[config.mk]
export PLATFORM = sky130hd
export DESIGN_NAME = ns32k_instruction_length_decoder
export DESIGN_NICKNAME = d
export VERILOG_FILES = /design/src/hw/rtl/ns32kild_pkg.sv /design/src/hw/rtl/ns32kild_hdr_match.sv /design/src/hw/rtl/ns32k_instruction_length_decoder.sv
export SDC_FILE = /design/constraint.sdc
export NUM_CORES = 1
export LEC_CHECK = 0
export BUFFER_PORTS_ARGS = -buffer_cell sky130_fd_sc_hd__buf_2
export CELL_PAD_IN_SITES_DETAIL_PLACEMENT = 0
export CELL_PAD_IN_SITES_GLOBAL_PLACEMENT = 1
export CORE_UTILIZATION = 46
export CTS_CLUSTER_DIAMETER = 50
export DETAILED_ROUTE_END_ITERATION = 10
export GPL_ROUTABILITY_DRIVEN = 0
export PLACE_DENSITY = 0.79
export SETUP_SLACK_MARGIN = 0.1
export SYNTH_ARGS = -nofsm -noshare
export SYNTH_HDL_FRONTEND = slang
export SYNTH_HIERARCHICAL = 1
export SYNTH_SLANG_ARGS = --single-unit
[constraint.sdc]
create_clock -name clk -period 14.13 [get_ports clk]
set_input_delay 0.7065 -clock clk [delete_from_list [all_inputs] [get_ports clk]]
set_output_delay 0.7065 -clock clk [all_outputs]
set_load 0.05 [all_outputs]
[src/hw/rtl/ns32kild_pkg.sv]
`default_nettype none
package ns32kild_pkg;

	localparam int NumFormats = 17;

	// Result of the header match for one candidate header.
	typedef struct packed {
		logic       hit;
		logic [4:0] cls;
		logic [3:0] opc;
		logic [2:0] size;
		logic [4:0] mode_m;
		logic [4:0] mode_s;
	} ild_match_t;

	// Fixed bits and fields of one format table entry applied to a header.
	typedef struct packed {
		logic [23:0] mask;
		logic [23:0] val;
		logic [1:0]  nbytes;
		logic [3:0]  opc;
		logic        has_b;
		logic [1:0]  b;
		logic [4:0]  m;
		logic [4:0]  s;
	} fmt_entry_t;

	localparam logic [4:0] ClsRegList = 5'd1;
	localparam logic [4:0] ClsFmt9    = 5'd9;
	localparam logic [4:0] ClsExtIns  = 5'd10;
	localparam logic [4:0] ClsFmt14   = 5'd14;
	localparam logic [4:0] ModeScaled = 5'h1c;

	function automatic fmt_entry_t fmt_entry(input logic [4:0] e, input logic [23:0] h);
		fmt_entry_t r;
		r = '{mask: 24'h0, val: 24'h0, nbytes: 2'd0, opc: 4'd0, has_b: 1'b0, b: 2'd0,
			m: 5'd0, s: 5'd0};
		case (e)
			5'd0: begin
				r.mask = 24'h0f; r.val = 24'h0a; r.nbytes = 2'd1;
			end
			5'd1: begin
				r.mask = 24'h0f; r.val = 24'h02; r.nbytes = 2'd1; r.opc = h[7:4];
			end
			5'd2: begin
				r.mask = 24'h7c; r.val = 24'h3c; r.nbytes = 2'd2;
				r.has_b = 1'b1; r.b = h[1:0]; r.s = h[15:11];
			end
			5'd3: begin
				r.mask = 24'h3c; r.val = 24'h2c; r.nbytes = 2'd2; r.opc = {3'd0, h[6]};
				r.has_b = 1'b1; r.b = h[1:0]; r.s = h[15:11];
			end
			5'd4: begin
				r.mask = 24'h0c; r.val = 24'h0c; r.nbytes = 2'd2; r.opc = {1'b0, h[6:4]};
				r.has_b = 1'b1; r.b = h[1:0]; r.s = h[15:11];
			end
			5'd5: begin
				r.mask = 24'h7c; r.val = 24'h7c; r.nbytes = 2'd2; r.opc = h[10:7];
				r.has_b = 1'b1; r.b = h[1:0]; r.s = h[15:11];
			end
			5'd6: begin
				r.nbytes = 2'd2; r.opc = h[5:2];
				r.has_b = 1'b1; r.b = h[1:0]; r.m = h[15:11]; r.s = h[10:6];
			end
			5'd7: begin
				r.mask = 24'hf87cff; r.val = 24'h00080e; r.nbytes = 2'd3;
			end
			5'd8: begin
				r.mask = 24'hf840ff; r.val = 24'h00000e; r.nbytes = 2'd3; r.opc = h[13:10];
				r.has_b = 1'b1; r.b = h[9:8];
			end
			5'd9, 5'd10: begin
				r.mask = 24'hff; r.val = (e == ClsFmt9) ? 24'h4e : 24'hce; r.nbytes = 2'd3;
				r.opc = h[13:10]; r.has_b = 1'b1; r.b = h[9:8];
				r.m = h[23:19]; r.s = h[18:14];
			end
			5'd11: begin
				r.mask = 24'h43f; r.val = 24'h02e; r.nbytes = 2'd3; r.opc = {2'd0, h[7:6]};
				r.has_b = 1'b1; r.b = h[9:8]; r.m = h[23:19]; r.s = h[18:14];
			end
			5'd12: begin
				r.mask = 24'h4bf; r.val = 24'h42e; r.nbytes = 2'd3; r.opc = {3'd0, h[6]};
				r.has_b = 1'b1; r.b = h[9:8]; r.m = h[23:19]; r.s = h[18:14];
			end
			5'd13: begin
				r.mask = 24'h2cff; r.val = 24'h0cae; r.nbytes = 2'd3; r.opc = {3'd0, h[12]};
				r.has_b = 1'b1; r.b = h[9:8]; r.m = h[23:19]; r.s = h[18:14];
			end
			5'd14: begin
				r.mask = 24'hff; r.val = 24'h3e; r.nbytes = 2'd3; r.opc = {1'b0, h[13:11]};
				r.has_b = 1'b1; r.b = h[9:8]; r.m = h[23:19]; r.s = h[18:14];
			end
			5'd15: begin
				r.mask = 24'h2ff; r.val = 24'hbe; r.nbytes = 2'd3; r.opc = h[13:10];
				r.m = h[23:19]; r.s = h[18:14];
			end
			5'd16: begin
				r.mask = 24'h43ff; r.val = 24'h031e; r.nbytes = 2'd3; r.opc = h[13:10];
				r.s = h[23:19];
			end
			default: begin
				r.mask = 24'h0; r.val = 24'h1;
			end
		endcase
		return r;
	endfunction

	function automatic logic [15:0] slot_used(input logic [4:0] e);
		case (e)
			5'd0:  return 16'h0001;
			5'd1:  return 16'hffff;
			5'd2:  return 16'h0001;
			5'd3:  return 16'h0003;
			5'd4:  return 16'h0033;
			5'd5:  return 16'h5455;
			5'd6:  return 16'h7777;
			5'd7:  return 16'h0001;
			5'd8:  return 16'h000b;
			5'd9:  return 16'hfbef;
			5'd10: return 16'hfbff;
			5'd11: return 16'h000f;
			5'd12: return 16'h0003;
			5'd13: return 16'h0003;
			5'd14: return 16'h00ff;
			5'd15: return 16'h3137;
			5'd16: return 16'h000f;
			default: return 16'h0000;
		endcase
	endfunction

	function automatic logic [15:0] slot_tail(input logic [4:0] e);
		case (e)
			5'd0:  return 16'h0001;
			5'd1:  return 16'h011f;
			5'd4:  return 16'h0010;
			5'd10: return 16'h0003;
			5'd11: return 16'h0005;
			default: return 16'h0000;
		endcase
	endfunction

	// Format carries a first general operand field.
	function automatic logic has_m(input logic [4:0] e);
		return (e == 5'd6) || (e >= 5'd9 && e <= 5'd15);
	endfunction

	// Format carries a second general operand field.
	function automatic logic has_s(input logic [4:0] e);
		return (e >= 5'd2 && e <= 5'd6) || (e >= 5'd9 && e <= 5'd16);
	endfunction

endpackage
`default_nettype wire

[src/hw/rtl/ns32kild_hdr_match.sv]
`default_nettype none
module ns32kild_hdr_match (
	input  wire logic [23:0]             hdr,
	input  wire logic [1:0]              nbytes,
	output ns32kild_pkg::ild_match_t     match
);

	ns32kild_pkg::fmt_entry_t ent [ns32kild_pkg::NumFormats];
	logic [ns32kild_pkg::NumFormats-1:0] ok;
	logic [2:0] size [ns32kild_pkg::NumFormats];
	logic [15:0] used;

	always_comb begin
		for (int e = 0; e < ns32kild_pkg::NumFormats; e++) begin
			ent[e] = ns32kild_pkg::fmt_entry(5'(e), hdr);
			used = ns32kild_pkg::slot_used(5'(e));
			size[e] = ent[e].has_b ? ({1'b0, ent[e].b} + 3'd1) : 3'd4;
			ok[e] = (ent[e].nbytes == nbytes) && ((hdr & ent[e].mask) == ent[e].val)
				&& used[ent[e].opc];
			// size code 10 is legal only for one format 14 opcode
			if (ent[e].has_b && ent[e].b == 2'd2) begin
				if (5'(e) == ns32kild_pkg::ClsFmt14 && ent[e].opc == 4'd2) begin
					size[e] = 3'd4;
				end else begin
					ok[e] = 1'b0;
				end
			end
			if (5'(e) == ns32kild_pkg::ClsFmt9
				&& (ent[e].opc == 4'd0 || ent[e].opc == 4'd1 || ent[e].opc == 4'd5)) begin
				size[e] = 3'd1;
			end
		end
		match = '0;
		// lowest index wins
		for (int e = ns32kild_pkg::NumFormats - 1; e >= 0; e--) begin
			if (ok[e]) begin
				match.hit    = 1'b1;
				match.cls    = 5'(e);
				match.opc    = ent[e].opc;
				match.size   = size[e];
				match.mode_m = ent[e].m;
				match.mode_s = ent[e].s;
			end
		end
	end

endmodule
`default_nettype wire

[src/hw/rtl/ns32k_instruction_length_decoder.sv]
`default_nettype none
// Channel | Direction | Handshake            | Payload
// input   | in        | in_valid / in_ready   | code_byte, begin_req
// result  | out       | out_valid / out_ready | length, recognized, format_class, opcode,
//         |           |                       | operand_size, has_first_operand, first_mode,
//         |           |                       | has_second_operand, second_mode
//
// One byte per cycle while results are taken: each transfer is decoded by the header
// match and the byte-count update, and its result (if any) lands in the output register.
// A new byte is taken whenever the output register is empty or is drained in the
// same cycle, so the block sustains one byte per clock with no gaps.
// Reset (arst_n low) empties the output register and leaves the decoder waiting for
// the first header byte.
module ns32k_instruction_length_decoder (
	input  wire logic       clk,
	input  wire logic       arst_n,
	input  wire logic       in_valid,
	output      logic       in_ready,
	input  wire logic [7:0] code_byte,
	input  wire logic       begin_req,
	output      logic       out_valid,
	input  wire logic       out_ready,
	output      logic [4:0] length,
	output      logic       recognized,
	output      logic [4:0] format_class,
	output      logic [3:0] opcode,
	output      logic [2:0] operand_size,
	output      logic       has_first_operand,
	output      logic [4:0] first_mode,
	output      logic       has_second_operand,
	output      logic [4:0] second_mode
);

	typedef enum logic [2:0] {
		PH_HEAD, PH_REGS, PH_IDX1, PH_IDX2, PH_OPR1, PH_OPR2, PH_DISP, PH_EXTRA
	} phase_t;

	// decoder state
	phase_t      phase_q, phase_d;
	logic [23:0] hdr_q, hdr_d;
	logic [4:0]  bt_q, bt_d;
	logic [4:0]  cls_q, cls_d;
	logic [3:0]  opc_q, opc_d;
	logic [2:0]  size_q, size_d;
	logic [9:0]  modes_q, modes_d;
	logic [9:0]  base_q, base_d;
	logic [2:0]  bp_q, bp_d;
	logic [1:0]  dp_q, dp_d;

	// output register
	logic        out_valid_q;
	logic [4:0]  length_q, cls_out_q, mode1_q, mode2_q;
	logic        rec_q, hm_q, hs_q;
	logic [3:0]  opc_out_q;
	logic [2:0]  size_out_q;

	logic        accept;
	phase_t      ph0;
	logic [23:0] hdr0, hdr_new;
	logic [4:0]  bt0, bt_inc;
	logic [2:0]  bp0;
	logic [1:0]  dp0;
	ns32kild_pkg::ild_match_t mt;
	logic        do_adv, emit, emit_ok;
	logic [2:0]  adv_start, sel;
	logic [7:1]  need;
	logic        found, hm, hs;
	logic [15:0] tail;
	logic [2:0]  disp_len;

	function automatic logic body_need(input logic [4:0] mode);
		return !(mode < 5'd8 || mode == 5'd23);
	endfunction

	function automatic logic [1:0] body_disps(input logic [4:0] mode);
		if (mode == 5'd20) return 2'd0;
		if (mode == 5'd16 || mode == 5'd17 || mode == 5'd18 || mode == 5'd22) return 2'd2;
		return 2'd1;
	endfunction

	assign accept   = in_valid && in_ready;
	assign in_ready = !out_valid_q || out_ready;

	// restart request drops any partial instruction
	assign ph0  = begin_req ? PH_HEAD : phase_q;
	assign hdr0 = begin_req ? 24'd0 : hdr_q;
	assign bt0  = begin_req ? 5'd0 : bt_q;
	assign bp0  = begin_req ? 3'd0 : bp_q;
	assign dp0  = begin_req ? 2'd0 : dp_q;

	// byte count including this transfer, held at 31
	assign bt_inc = (ph0 == PH_HEAD || bt0 < 5'd31) ? bt0 + 5'd1 : bt0;

	always_comb begin
		case (bt0[1:0])
			2'd0:    hdr_new = hdr0 | {16'd0, code_byte};
			2'd1:    hdr_new = hdr0 | {8'd0, code_byte, 8'd0};
			2'd2:    hdr_new = hdr0 | {code_byte, 16'd0};
			default: hdr_new = hdr0;
		endcase
	end

	ns32kild_hdr_match u_match (
		.hdr    (hdr_new),
		.nbytes (bt0[1:0] + 2'd1),
		.match  (mt)
	);

	// displacement length code from its first byte
	always_comb begin
		if (!code_byte[7]) begin
			disp_len = 3'd0;
		end else if (code_byte[7:6] == 2'b10) begin
			disp_len = 3'd1;
		end else begin
			disp_len = 3'd3;
		end
	end

	always_comb begin
		phase_d   = ph0;
		hdr_d     = hdr0;
		bt_d      = bt0;
		cls_d     = cls_q;
		opc_d     = opc_q;
		size_d    = size_q;
		modes_d   = modes_q;
		base_d    = base_q;
		bp_d      = bp0;
		dp_d      = dp0;
		do_adv    = 1'b0;
		adv_start = 3'(PH_REGS);
		emit      = 1'b0;
		emit_ok   = 1'b0;

		if (ph0 == PH_HEAD) begin
			hdr_d = hdr_new;
			bt_d  = bt0 + 5'd1;
			if (mt.hit) begin
				cls_d   = mt.cls;
				opc_d   = mt.opc;
				size_d  = mt.size;
				modes_d = {mt.mode_s, mt.mode_m};
				base_d  = {mt.mode_s, mt.mode_m};
				do_adv  = 1'b1;
			end else if (bt0 >= 5'd2) begin
				// undecodable header: report and restart
				emit    = 1'b1;
				phase_d = PH_HEAD;
				hdr_d   = 24'd0;
				bt_d    = 5'd0;
				bp_d    = 3'd0;
				dp_d    = 2'd0;
			end
		end else begin
			if (bt0 < 5'd31) bt_d = bt0 + 5'd1;
			adv_start = 3'(ph0) + 3'd1;
			case (ph0)
				PH_REGS, PH_EXTRA: begin
					do_adv = 1'b1;
				end
				PH_IDX1: begin
					base_d[4:0] = code_byte[7:3];
					do_adv = 1'b1;
				end
				PH_IDX2: begin
					base_d[9:5] = code_byte[7:3];
					do_adv = 1'b1;
				end
				PH_OPR1, PH_OPR2, PH_DISP: begin
					if (bp0 != 3'd0) begin
						bp_d = bp0 - 3'd1;
					end else begin
						if (dp0 != 2'd0) dp_d = dp0 - 2'd1;
						bp_d = disp_len;
					end
					do_adv = (bp_d == 3'd0) && (dp_d == 2'd0);
				end
				default: begin
					do_adv = 1'b0;
				end
			endcase
		end

		// walk the remaining phases and stop at the first one that needs bytes
		hm   = ns32kild_pkg::has_m(cls_d);
		hs   = ns32kild_pkg::has_s(cls_d);
		tail = ns32kild_pkg::slot_tail(cls_d);
		need[1] = (cls_d == ns32kild_pkg::ClsRegList) && opc_d >= 4'd6 && opc_d <= 4'd9;
		need[2] = hm && modes_d[4:0] >= ns32kild_pkg::ModeScaled;
		need[3] = hs && modes_d[9:5] >= ns32kild_pkg::ModeScaled;
		need[4] = hm && body_need(base_d[4:0]);
		need[5] = hs && body_need(base_d[9:5]);
		need[6] = tail[opc_d];
		need[7] = (cls_d == ns32kild_pkg::ClsExtIns) && (opc_d == 4'd2 || opc_d == 4'd3);
		found = 1'b0;
		sel   = 3'd0;
		for (int k = 7; k >= 1; k--) begin
			if (need[k] && 3'(k) >= adv_start && adv_start != 3'd0) begin
				found = 1'b1;
				sel   = 3'(k);
			end
		end

		if (do_adv) begin
			if (found) begin
				phase_d = phase_t'(sel);
				case (phase_t'(sel))
					PH_OPR1: begin
						bp_d = (base_d[4:0] == 5'd20) ? size_d : 3'd0;
						dp_d = body_disps(base_d[4:0]);
					end
					PH_OPR2: begin
						bp_d = (base_d[9:5] == 5'd20) ? size_d : 3'd0;
						dp_d = body_disps(base_d[9:5]);
					end
					PH_DISP: begin
						bp_d = 3'd0;
						dp_d = 2'd1;
					end
					default: begin
						bp_d = bp_d;
					end
				endcase
			end else begin
				// instruction complete
				emit    = 1'b1;
				emit_ok = 1'b1;
				phase_d = PH_HEAD;
				hdr_d   = 24'd0;
				bt_d    = 5'd0;
				bp_d    = 3'd0;
				dp_d    = 2'd0;
			end
		end
	end

	always_ff @(posedge clk or negedge arst_n) begin
		if (!arst_n) begin
			phase_q <= PH_HEAD;
			hdr_q   <= 24'd0;
			bt_q    <= 5'd0;
			cls_q   <= 5'd0;
			opc_q   <= 4'd0;
			size_q  <= 3'd4;
			modes_q <= 10'd0;
			base_q  <= 10'd0;
			bp_q    <= 3'd0;
			dp_q    <= 2'd0;
		end else if (accept) begin
			phase_q <= phase_d;
			hdr_q   <= hdr_d;
			bt_q    <= bt_d;
			cls_q   <= cls_d;
			opc_q   <= opc_d;
			size_q  <= size_d;
			modes_q <= modes_d;
			base_q  <= base_d;
			bp_q    <= bp_d;
			dp_q    <= dp_d;
		end
	end

	// output register: load on an emitting transfer, drop when taken
	always_ff @(posedge clk or negedge arst_n) begin
		if (!arst_n) begin
			out_valid_q <= 1'b0;
		end else if (accept) begin
			out_valid_q <= emit;
		end else if (out_ready) begin
			out_valid_q <= 1'b0;
		end
	end

	always_ff @(posedge clk) begin
		if (accept && emit) begin
			length_q   <= emit_ok ? bt_inc : 5'd3;
			rec_q      <= emit_ok;
			cls_out_q  <= emit_ok ? cls_d : 5'd0;
			opc_out_q  <= emit_ok ? opc_d : 4'd0;
			size_out_q <= emit_ok ? size_d : 3'd4;
			hm_q       <= emit_ok && hm;
			mode1_q    <= (emit_ok && hm) ? modes_d[4:0] : 5'd0;
			hs_q       <= emit_ok && hs;
			mode2_q    <= (emit_ok && hs) ? modes_d[9:5] : 5'd0;
		end
	end

	assign out_valid          = out_valid_q;
	assign length             = length_q;
	assign recognized         = rec_q;
	assign format_class       = cls_out_q;
	assign opcode             = opc_out_q;
	assign operand_size       = size_out_q;
	assign has_first_operand  = hm_q;
	assign first_mode         = mode1_q;
	assign has_second_operand = hs_q;
	assign second_mode        = mode2_q;

`ifndef SYNTHESIS
	a_unrec_len: assert property (@(posedge clk) disable iff (!arst_n)
		out_valid && !recognized |-> length == 5'd3)
		else $error("unrecognized result with wrong length");
	a_size_legal: assert property (@(posedge clk) disable iff (!arst_n)
		out_valid && recognized |->
			(operand_size == 3'd1 || operand_size == 3'd2 || operand_size == 3'd4))
		else $error("illegal operand size");
	a_body_count: assert property (@(posedge clk) disable iff (!arst_n)
		phase_q != PH_HEAD |-> bt_q != 5'd0)
		else $error("operand phase with no bytes taken");
`endif

endmodule
`default_nettype wire

# Yosys cells after proc, flatten, opt, wreduce, memory -nomap -nowiden
# Memory sizes are Yosys's and may differ from the RTL's.
# Cells that the tools add are included.
[totals]
wordCells = 378
register_bits = 100
rom_bits = 144
memories = 10
[op_classes]
bitwise = 3
n_mux = 163
n_addsub = 7
magnitude_cmp = 30
eq_ne = 56
n_reduce_logical = 89
[memory_table]
columns = ["name", "words", "word_bits", "read_ports", "rd_ports_with_merged_regs", "write_ports", "line_no", "text"]
rows = [
  ["(no name shown)", 16, 1, 1, 0, 0, "ns32kild_hdr_match.sv:19", "&& used[ent[e].opc];"],
  ["(no name shown)", 16, 1, 1, 0, 0, "ns32kild_hdr_match.sv:19", ""],
  ["(no name shown)", 16, 1, 1, 0, 0, "ns32kild_hdr_match.sv:19", ""],
  ["(no name shown)", 16, 1, 1, 0, 0, "ns32kild_hdr_match.sv:19", ""],
  ["(no name shown)", 16, 1, 1, 0, 0, "ns32kild_hdr_match.sv:19", ""],
  ["(no name shown)", 16, 1, 1, 0, 0, "ns32kild_hdr_match.sv:19", ""],
  ["+4 memories", "--", "--", "--", "--", "--", "--", ""],
]
[ops]
columns = ["cell", "n"]
rows = [
  ["$mux W23", 17],
  ["$mux W24", 6],
  ["$mux W3", 31],
  ["$pmux W24 S3", 1],
  ["$eq A5 B5 Y1 const B", 13],
  ["$mux W1", 63],
  ["$mux W5", 12],
  ["$logic_and A1 B1 Y1", 59],
  ["$pmux W9 S5", 1],
  ["$mux W2", 21],
  ["$mux W10", 4],
  ["$lt A4 B5 Y1 const B", 5],
  ["$or A24 B16 Y24", 1],
  ["$or A24 B24 Y24", 1],
  ["$or A24 B8 Y24", 1],
  ["$eq A11 B10 Y1 const B", 2],
  ["$eq A3 B3 Y1 const B", 7],
  ["$eq A18 B10 Y1 const B", 1],
  ["$eq A8 B8 Y1 const B", 2],
  ["$eq A5 B4 Y1 const B", 3],
  ["$logic_or A1 B1 Y1", 15],
  ["$eq A14 B4 Y1 const B", 1],
  ["$eq A4 B2 Y1 const B", 3],
  ["$ge A3 B3 Y1 const A", 4],
  ["51 further kinds", 74],
]

# Logic depth before layout (Yosys ltp)
# Gate-level depths: netlist (run 1).
[depth]
depth_word = 50
ltp_mapped = 27

# Cells and area by module
# Netlist (run 1), hierarchy kept.
[by_module_without_submodules]
columns = ["module", "area_per_inst_um2", "seq_area_each_um2", "instances", "cells_per_inst"]
rows = [
  ["ns32k_instruction_length_decoder", 6206.0, 2653.8, 1, 682],
  ["ns32kild_hdr_match", 1178.6, 0.0, 1, 191],
]

# Worst setup path before layout (run 1)
# OpenSTA, ideal clock, no wires.
[synth_path]
path_type = "input to register"
start = "input begin_req"
end = "register mode1_q[0] (netlist: first_mode[0]), enable pin"
slack_ns = 6.878
arrival_ns = 6.835
setup_ns = 0.417
cell_stages = 24
n_path_buf = 5
cell_sequence = "clkbuf_1 > nand2b_1 > inv_1 > ha_1 > nor4_1 > clkbuf_1 > nor2_1 > clkbuf_2 > or3b_1 > nor3_2 > o21a_1 > o211ai_2 > o21bai_1 > nand4b_1 > buf_2 > nand3_1 > clkbuf_1 > mux2i_1 > nand3_1 > a31oi_1 > nand4b_1 > inv_2 > nor2_1 > nor2_1"
[synth_rtl]
columns = ["element", "line_no", "text"]
rows = [
  ["from (decl)", "ns32k_instruction_length_decoder.sv:20", "input wire logic begin_req,"],
  ["to (signal assigned)", "ns32k_instruction_length_decoder.sv:283", "mode1_q <= (emit_ok && hm) ? modes_d[4:0] : 5'd0;"],
  ["to (decl)", "ns32k_instruction_length_decoder.sv:52", "logic [4:0] length_q, cls_out_q, mode1_q, mode2_q;"],
]

==> results of run 1 <==
[synth_stat cells, drive strengths merged, types with 13 or more instances]
cell	count
a21oi	71
a22o	33
buf	17
clkbuf	43
dfrtp	69
edfxtp	30
ha	19
inv	24
mux2	18
mux2i	20
nand2	122
nand2b	28
nand3	33
nor2	69
nor2b	36
nor3	20
o21ai	46
o22ai	13
[layout make-up]
class	count	share of cell area
Clock buffer	10	0.0311
Clock inverter	6	0.00622
Inverter	24	0.0112
Multi-Input combinational cell	689	0.546
Sequential cell	100	0.330
Tap cell	211	0.0328
Timing Repair Buffer	61	0.0432
[power by group through the flow]
stage	clock [uW]	sequential, uW	combinational (uW)
after floorplan	0	541	588
after global placement	0	459	893
after detailed placement	0	463	903
after CTS	261	458	907
after global routing	273	470	993
final	257	460	924
[per-layer routing]
layer / global-route usage / up-vias
met4: 0.103 / 0
met2: 0.464 / 332
met1: 0.393 / 3392
met3: 0.0462 / 63
met5: 0 / -
li1: - / 3247
[registers in the layout, indices dropped and copies added, names as in the netlist]
signal	count
operand_size	3
has_second_operand	1
cls_q	5
size_q	3
opc_q	4
base_q	10
dp_q	2
length	5
modes_q	10
format_class	5
hdr_q	24
phase_q	3
second_mode	5
opcode	4
bt_q	5
first_mode	5
has_first_operand	1
bp_q	3
recognized	1
out_valid	1
[final timing paths]
path / start / end / slack, ns / cells after the start
worst max-delay path: begin_req / second_mode[1]$_SDFFCE_PN0P_ / 4.38 / 23
worst min register to register: size_q[1]$_DFFE_PN0P_ / size_q[1]$_DFFE_PN0P_ / 0.49 / 2
worst max register to register: bt_q[0]$_DFFE_PN0P_ / second_mode[1]$_SDFFCE_PN0P_ / 5.05 / 22
min in group asynchronous: arst_n / hdr_q[10]$_DFFE_PN0P_ / 0.56 / 2
worst min-delay path: size_q[1]$_DFFE_PN0P_ / size_q[1]$_DFFE_PN0P_ / 0.49 / 2
max in group asynchronous: arst_n / cls_q[3]$_DFFE_PN0P_ / 12.94 / 2
[logic make-up (layout without fill, tap and decap cells)]
family                   count (synthesis)  in the layout
adder cells (fa/ha/maj)                 19             19
flip-flops                             100            100
AND/OR/NAND/NOR                        373            373
AO/OA/AOI/OAI                          256            256
XOR/XNOR                                 3              3
buffers and inverters                   84            101
multiplexers                            38             38
[worst register-to-register path, stage by stage (launching register included)]
cell      delay, ns
dfrtp_1        0.42
nand2b_1       0.27
inv_1          0.14
ha_1           0.29
nor2b_1        0.53
a21oi_1        0.15
nor2_1         0.70
nand2b_1       0.28
o311ai_2       0.43
o21a_1         0.23
o211ai_2       0.22
o21bai_1       0.47
nand4b_1       0.98
nand3_1        1.21
mux2i_1        0.36
nand3_1        0.11
a31oi_1        0.51
nand4b_1       0.17
buf_4          0.25
inv_2          0.21
nor2_1         0.10
nor2_2         0.28
buf_4          0.39
[per-stage QoR]
stage | instance area [sq um] | setup slack [ns] | util | std cells | total power, uW
after floorplan | 7380 | 6.88 | - | 873 | 1130
after global placement | 7740 | 4.69 | 0.502 | 1085 | 1350
after detailed placement | 7740 | 4.28 | 0.502 | 1085 | 1370
after CTS | 8050 | 4.61 | 0.521 | 1101 | 1630
after global routing | 8050 | 3.68 | 0.521 | 1101 | 1740
final | 8050 | 4.38 | 0.521 | 1101 | 1640
==> results.txt, run 1 <==
Clock Pin Slew Worst Setup and Hold Paths: 0.07 ns
Synth Area in XOR/XNOR: 0.00356
Slew HR: 0.182
count of final max-slew check failures: 0
Total GRT Usage: 0.288
Rows: 45
YS warnings: 6
# Post-CTS Setup Buffers: 0
crit path launch type: input pin
Remaining DRCs: 0
Routed wire per std cell: 20.9 um
Fillers: 1459
sw frac: 0.500
critical path arrival: 9.78 ns
post-route clock period utilization: 0.690
fraction of registers with async set/reset: 0.700
Reg area: 2650 sq um
number of enable flip-flop cells after synthesis: 30
Internal: 820 uW
Die Y: 129 um
Synth top area share: 0.234
largest family of logic cells by synthesized area: simple AND/OR/NAND/NOR gates
Switching Power: 820 uW
Die Wd: 129 um
Post-CTS Hold Fix Bufs: 0
clock skew: 0.0123 ns
largest net degree at the start of global routing: 71
ratio of cells with drive above 1 in the final layout: 0.149
maximum fanout along the worst path: 42
worst slew pin tran: 1.23 ns
most common cell after layout, fill and taps aside: nand2_1
TritonCTS clock tree: yes
static leakage: 0.00320 uW
drt first pass iters: 6
multi-input gate area in the final layout: 4390 sq um
starting density of the core: 0.479
initial antenna violation count: 0
register area share after synthesis: 0.359
Worst-Skew Late Latency: 0.37 ns
status: completed
GRT overflow: 0
cell chain of the critical path: buf_2 > nand2b_1 > inv_1 > ha_1 > nor2b_1 > a21oi_1 > nor2_1 > nand2b_1 > o311ai_2 > o21a_1 > o211ai_2 > o21bai_1 > nand4b_1 > nand3_1 > mux2i_1 > nand3_1 > a31oi_1 > nand4b_1 > buf_4 > inv_2 > nor2_1 > nor2_2 > buf_4
first-pass GRT wire length: 36500 um
most area-hungry cell type in the Yosys netlist: dfrtp_1
final setup violating endpoints: 0
syn_nets: 905
root buffer cell: clkbuf_16
crit end category: register
number of CTS-inserted buffers: 9
min cycle time layout: 9.75 ns
DR vias/cell: 6.39
cells taking the most area after synthesis: dfrtp_1 (23%), edfxtp_1 (12%), nand2_1 (6.2%)
I/O pin count: 45
FMAX: 103 MHz
post-synthesis mux area share: 0.0546
antenna cells: 0
Buf+Inv Stages, Crit Path: 5
P&R area growth vs syn: 8.95%
Core ar.: 15400 sq um
crit-path max cell delay: 1.21 ns
antenna viol nets, final: 0
peak supply drop: 0.0974 mV
Syn Area/Cell: 8.46 sq um
Fin. Hold Viols: 0
adder-cell share of the synthesized area: 0.0322
DIE AREA: 16600 sq um
final hold slack: 0.494 ns
Total Wirelength: 23000 um
highest metal used: met4
clock power share: 0.156
clk buf depth: 2
Setup CP Type: input pin to register
Slowest-stage cell, CP: nand3_1
compound-gate portion of the synthesized area: 0.247
CP delay by family, top: simple AND/OR/NAND/NOR gates
commonest non-fill, non-tap cells in the layout: nand2_1 (122), a21oi_1 (69), dfrtp_1 (69), nor2_1 (66), o21ai_0 (45)
Hold WC Path Type: register to register
nets@finish: 917
Syn Inst Count: 873
area of the mapped netlist: 7380 sq um
IO buf count: 44
CTS H-tree lvls: 3
maxcap violations: 0
Clock Sinks: 100
Data required, critical path: 14.15 ns
vias in the first global route: 6581
pwr dens: 204 nW/um^2
Final HPWL DP: 16400 um
unrepaired setup endpoints after global routing: no
Resized cells post-CTS: 0
initial DRC count: 841
detailed-routed wire length on met3: 1690 um
setup TNS: 0 ns
Seq cells post-synth: 100
via count: 7034
part of the power in registers: 0.280
routed wl met2: 10400 um
Comb pwr share: 0.564
WL met1: 10200 um
Yosys cell types: 92
Simple-Gate Fraction of Synth Area: 0.256
top_reg_cell synth: dfrtp_1
Note: power is estimated with default switching activity, not from simulation.
==> inputs of run 2 (changes only) <==
==> constraint.sdc (replaced) <==
create_clock -name clk -period 9.4 [get_ports clk]
set_input_delay 0.47 -clock clk [delete_from_list [all_inputs] [get_ports clk]]
set_output_delay 0.47 -clock clk [all_outputs]
set_load 0.05 [all_outputs]
==> results.txt, run 2 (synthesized netlist as in run 1, its figures left out) <==
min cycle time layout: 7.67 ns
Post-CTS Hold Fix Bufs: 0 (unchanged)
CTS H-tree lvls: 3 (unchanged)
final hold slack: 0.323 ns (-0.171 ns)
Setup CP Type: register to register
worst slew pin tran: 1.08 ns (-0.151 ns)
Fillers: 1491 (+2.2%)
Worst-Skew Late Latency: 0.36 ns (about the same)
DIE AREA: 16600 sq um (unchanged)
Routed wire per std cell: 20.6 um (-1.0%)
crit end category: register
Die Wd: 129 um (unchanged)
TritonCTS clock tree: yes
Hold WC Path Type: input pin to asynchronous set/reset pin
Post-Layout Cell Count: 1108 (+0.64%)
pwr dens: 305 nW/um^2 (+49%)
initial antenna violation count: 0 (unchanged)
Internal: 1240 uW (+51%)
post-route clock period utilization: 0.816
Slew HR: 0.278 (+0.0957)
Clock Pin Slew Worst Setup and Hold Paths: 0.07 ns (about the same)
via count: 7104 (+1.0%)
crit-path max cell delay: 0.80 ns (-0.41 ns)
initial DRC count: 890 (+5.8%)
Slowest-stage cell, CP: nor2_2
nets@finish: 924 (+0.76%)
DR vias/cell: 6.41 (+0.36%)
Clock Sinks: 100 (unchanged)
Post-Place Cells: 1092 (+0.65%)
starting density of the core: 0.479 (unchanged)
Remaining DRCs: 0 (unchanged)
first-pass GRT wire length: 36600 um (+0.12%)
clock skew: 0.0128 ns (+0.000561 ns)
Data required, critical path: 9.70 ns (-4.45 ns)
most common cell after layout, fill and taps aside: nand2_1
commonest non-fill, non-tap cells in the layout: nand2_1 (122), a21oi_1 (69), dfrtp_1 (69), nor2_1 (66), o21ai_0 (45)
IO buf count: 44 (unchanged)
Core ar.: 15400 sq um (unchanged)
Total Wirelength: 22900 um (-0.39%)
Rows: 45 (unchanged)
GRT overflow: 0 (unchanged)
drt first pass iters: 5 (-1)
sw frac: 0.498 (-0.00227)
Resized cells post-CTS: 0 (unchanged)
setup TNS: 0 ns (unchanged)
peak supply drop: 0.125 mV (+29%)
antenna cells: 0 (unchanged)
largest net degree at the start of global routing: 71 (unchanged)
crit path launch type: register
final setup violating endpoints: 0 (unchanged)
ratio of cells with drive above 1 in the final layout: 0.156 (+0.00664)
status: completed
number of CTS-inserted buffers: 9 (unchanged)
Place WS: 1.55 ns (-2.73 ns)
clk buf depth: 2 (unchanged)
Switching Power: 1230 uW (+49%)
static leakage: 0.00322 uW (+0.62%)
FMAX: 130 MHz
unrepaired setup endpoints after global routing: no
root buffer cell: clkbuf_16
clock power share: 0.147 (-0.009)
top flop regs: hdr_q (24), base_q (10), modes_q (10)
# Post-CTS Setup Buffers: 0 (unchanged)
cell chain of the critical path: nand2b_1 > inv_1 > ha_1 > nor2b_1 > a21oi_1 > nor2_1 > inv_1 > ha_1 > or3_1 > o211ai_2 > o21bai_1 > nand4b_1 > nand2_1 > nor2_2 > a211oi_2 > a2111oi_4 > o221ai_2 > a2111oi_0 > nand3_1 > a2111o_1 > nand2_1
Final WS setup: 1.73 ns (-2.65 ns)
Post-Route Utilization: 0.524 (+0.00251)
vias in the first global route: 6690 (+1.7%)
maxcap violations: 0 (unchanged)
maximum fanout along the worst path: 24 (-43%)
antenna viol nets, final: 0 (unchanged)
max reg flops: 24 (unchanged)
setup slack, reg-to-reg: 1.73 ns (-3.32 ns)
I/O pin count: 45 (unchanged)
Die Y: 129 um (unchanged)
count of final max-slew check failures: 0 (unchanged)
Largest Register: hdr_q
Fin. Hold Viols: 0 (unchanged)
Total GRT Usage: 0.288 (about the same)
Comb pwr share: 0.574 (+0.010)
Final HPWL DP: 16600 um (+1.5%)
part of the power in registers: 0.279 (about the same)
critical path arrival: 7.97 ns (-1.81 ns)
P&R area growth vs syn: 9.47%
## run 2: changes by cell type in the layout (fill, tap and decap cells not counted), sizes merged
cell      before  now
clkinvlp       0    2
inv           28   26
buf           61   68
## run 2: stage by stage
step / instance area, sq um / power, uW
after floorplan: 7380 / 1700
after global placement: 7800 / 2060
after detailed placement: 7800 / 2080
after CTS: 8080 / 2450
after global routing: 8080 / 2610
final: 8080 / 2460
## run 2: final timing paths
path | from | to | cells after the start
max in group asynchronous | arst_n | base_q[4]$_DFFE_PN0P_ | 2
hold reg to reg | size_q[2]$_DFFE_PN1P_ | size_q[2]$_DFFE_PN1P_ | 2
setup / recovery | bt_q[0]$_DFFE_PN0P_ | bp_q[2]$_DFFE_PN0P_ | 21
hold / removal | arst_n | hdr_q[7]$_DFFE_PN0P_ | 2
min in group clk | out_ready | out_valid$_DFFE_PN0P_ | 3
setup reg to reg | bt_q[0]$_DFFE_PN0P_ | bp_q[2]$_DFFE_PN0P_ | 21
## run 2: area by class of cell
cell class	instances	area, sq um	share of cell area
clock buffers	10	239	0.0296
clock inverters	6	47.5	0.00588
inverters	24	90.1	0.0111
multi-input cells	689	4390	0.543
flip-flops and latches	100	2650	0.328
well taps	211	264	0.0327
repair buffers	68	400	0.0495
## run 2: per-layer routing
metal / vias up / GRT usage / part of all wire
li1: 3262 / - / -
met1: 3441 / 0.395 / 0.45
met2: 337 / 0.444 / 0.45
met3: 64 / 0.0499 / 0.069
met4: 0 / 0.131 / 0.034
met5: - / 0 / 0
## run 2: power groups by stage
stage	Sequential (uW)	Clock, uW	Combinational [uW]
after global routing	703	386	1520
after CTS	684	371	1390
final	687	362	1420
after global placement	687	0	1370
after floorplan	814	0	884
after detailed placement	691	0	1390
## run 2: worst max-delay path, delay by kind of cell, from the launching register on
family          cells  cell delay [ns]
simple gates        9             3.24
compound gates      8             3.04
fa+ha+maj           2             0.58
flops               1             0.41
buf+inv             2             0.32
==> inputs of run 3 (changes only) <==
==> constraint.sdc (replaced) <==
create_clock -name clk -period 7.7 [get_ports clk]
set_input_delay 0.385 -clock clk [delete_from_list [all_inputs] [get_ports clk]]
set_output_delay 0.385 -clock clk [all_outputs]
set_load 0.05 [all_outputs]
==> results.txt, run 3 (synthesized netlist as in run 1, its figures left out) <==
critical path arrival: 7.38 ns (-0.59 ns)
Worst-Skew Late Latency: 0.36 ns (about the same)
initial antenna violation count: 0 (unchanged)
crit end category: register
setup slack, reg-to-reg: 0.61 ns (-1.12 ns)
sw frac: 0.484 (-0.0142)
maximum fanout along the worst path: 16 (-33%)
Place WS: 0.681 ns (-0.870 ns)
clk buf depth: 2 (unchanged)
Final HPWL DP: 16600 um (-0.37%)
largest net degree at the start of global routing: 71 (unchanged)
FMAX: 141 MHz (+8.2%)
number of CTS-inserted buffers: 9 (unchanged)
DIE AREA: 16600 sq um (unchanged)
starting density of the core: 0.479 (unchanged)
Post-Layout Cell Count: 1115 (+0.63%)
cell chain of the critical path: nand2b_1 > inv_1 > ha_1 > nor2b_1 > a21oi_1 > nor2_1 > nor4_1 > and4_1 > nand2b_1 > nand2_1 > a21oi_1 > nand4_1 > or4b_4 > a21oi_2 > nor3_2 > nor4_1 > nor2_1 > a211o_1 > or4b_4 > a2111o_1 > nand2_1
Hold WC Path Type: input pin to asynchronous set/reset pin
clock skew: 0.0112 ns (-0.00163 ns)
max reg flops: 24 (unchanged)
Slew HR: 0.310 (+0.0322)
Data required, critical path: 8.00 ns (-1.70 ns)
Post-CTS Hold Fix Bufs: 0 (unchanged)
Final WS setup: 0.615 ns (-1.12 ns)
Die Wd: 129 um (unchanged)
P&R area growth vs syn: 10.6%
RR Startpoint: bt_q[0]$_DFFE_PN0P_
top flop regs: hdr_q (24), base_q (10), modes_q (10)
commonest non-fill, non-tap cells in the layout: nand2_1 (122), a21oi_1 (69), dfrtp_1 (69), nor2_1 (66), o21ai_0 (45)
Resized cells post-CTS: 0 (unchanged)
via count: 7162 (+0.82%)
vias in the first global route: 6695 (+0.075%)
Core ar.: 15400 sq um (unchanged)
Post-Place Cells: 1099 (+0.64%)
maxcap violations: 0 (unchanged)
ratio of cells with drive above 1 in the final layout: 0.162 (+0.00543)
peak supply drop: 0.186 mV (+48%)
unrepaired setup endpoints after global routing: no
initial DRC count: 853 (-4.2%)
most common cell after layout, fill and taps aside: nand2_1
post-route clock period utilization: 0.920 (+0.104)
antenna viol nets, final: 0 (unchanged)
Internal: 1570 uW (+27%)
drt first pass iters: 5 (unchanged)
status: completed
Setup CP Type: register to register
Total Wirelength: 23000 um (+0.60%)
Worst Reg-to-Reg Cells: 21 (unchanged)
Clock Pin Slew Worst Setup and Hold Paths: 0.07 ns (about the same)
Fillers: 1499 (+0.54%)
root buffer cell: clkbuf_16
Switching Power: 1470 uW (+20%)
multi-input gate area in the final layout: 4390 sq um (unchanged)
CTS H-tree lvls: 3 (unchanged)
setup TNS: 0 ns (unchanged)
part of the power in registers: 0.273 (-0.006)
crit-path max cell delay: 0.80 ns (about the same)
antenna cells: 0 (unchanged)
crit path launch type: register
static leakage: 0.00328 uW (+1.9%)
worst slew pin tran: 1.03 ns (-0.0439 ns)
final hold slack: 0.263 ns (-0.0598 ns)
first-pass GRT wire length: 37000 um (+1.2%)
worst r2r dst: bp_q[2]$_DFFE_PN0P_
Die Y: 129 um (unchanged)
Rows: 45 (unchanged)
I/O pin count: 45 (unchanged)
min cycle time layout: 7.09 ns (-0.582 ns)
Tot Pwr: 3040 uW (+24%)
clock power share: 0.163 (+0.016)
nets@finish: 931 (+0.76%)
count of final max-slew check failures: 0 (unchanged)
IO buf count: 44 (unchanged)
Slowest-stage cell, CP: nor2_1
pwr dens: 372 nW/um^2 (+22%)
final setup violating endpoints: 0 (unchanged)
TritonCTS clock tree: yes
Fin. Hold Viols: 0 (unchanged)
Remaining DRCs: 0 (unchanged)
Total GRT Usage: 0.290 (+0.00196)
Comb pwr share: 0.564 (-0.010)
Reg area: 2650 sq um (unchanged)
DR vias/cell: 6.42 (+0.18%)
Routed wire per std cell: 20.6 um (about the same)
Largest Register: hdr_q
GRT overflow: 0 (unchanged)
# Post-CTS Setup Buffers: 0 (unchanged)
Clock Sinks: 100 (unchanged)
[run 3: cell count changes in the layout (fill, tap and decap cells not counted), sizes merged]
cell	delta
bufinv	+2
buf	+7
clkinvlp	-2
clkbuf	+2
inv	-1
clkinv	-1
[run 3: area by class of cell]
class / instances / area share
timing repair buffer: 75 / 0.0554
inverter: 24 / 0.0110
multi-input combinational: 689 / 0.537
clock inverter: 4 / 0.00904
clock buffer: 12 / 0.0302
tap: 211 / 0.0323
sequential: 100 / 0.325
[run 3: critical path, delay by kind of cell, from the launching register on]
family | cells | cell delay, ns
buffers and inverters | 1 | 0.15
adder cells (fa/ha/maj) | 1 | 0.30
AO/OA/AOI/OAI | 5 | 1.33
flip-flops | 1 | 0.41
AND/OR/NAND/NOR | 14 | 4.83
[run 3: how the worst max path moves through the flow]
| stage | startpoint | to | slack (ns) |
|---|---|---|---|
| after CTS | bt_q[0]$_DFFE_PN0P_ | bp_q[2]$_DFFE_PN0P_ | 0.80 |
| after floorplan | begin_req | first_mode[0]$_SDFFCE_PN0P_ | 0.77 |
| after global routing | bt_q[0]$_DFFE_PN0P_ | bp_q[2]$_DFFE_PN0P_ | 0.21 |
| after global placement | begin_req | bp_q[2]$_DFFE_PN0P_ | 0.83 |
| final | bt_q[0]$_DFFE_PN0P_ | bp_q[2]$_DFFE_PN0P_ | 0.61 |
| after detailed placement | begin_req | bp_q[2]$_DFFE_PN0P_ | 0.68 |
[run 3: power by group through the flow]
stage	clock [uW]	sequential [uW]	combinational (uW)
after CTS	505	828	1690
after global placement	0	834	1670
after detailed placement	0	837	1690
after global routing	524	850	1850
final	496	830	1720
after floorplan	0	993	1080
[run 3: layer usage]
layer,global-route usage,part of all wire
met1,0.401,0.44
met2,0.452,0.46
met3,0.0565,0.071
met4,0.102,0.027
met5,0,0
[run 3: metrics by stage]
step | utilization | area, sq um
6_report | 0.530 | 8170
3_5_place_dp | 0.509 | 7850
5_1_grt | 0.530 | 8170
4_1_cts | 0.530 | 8170
3_3_place_gp | 0.509 | 7850
2_1_floorplan | - | 7380
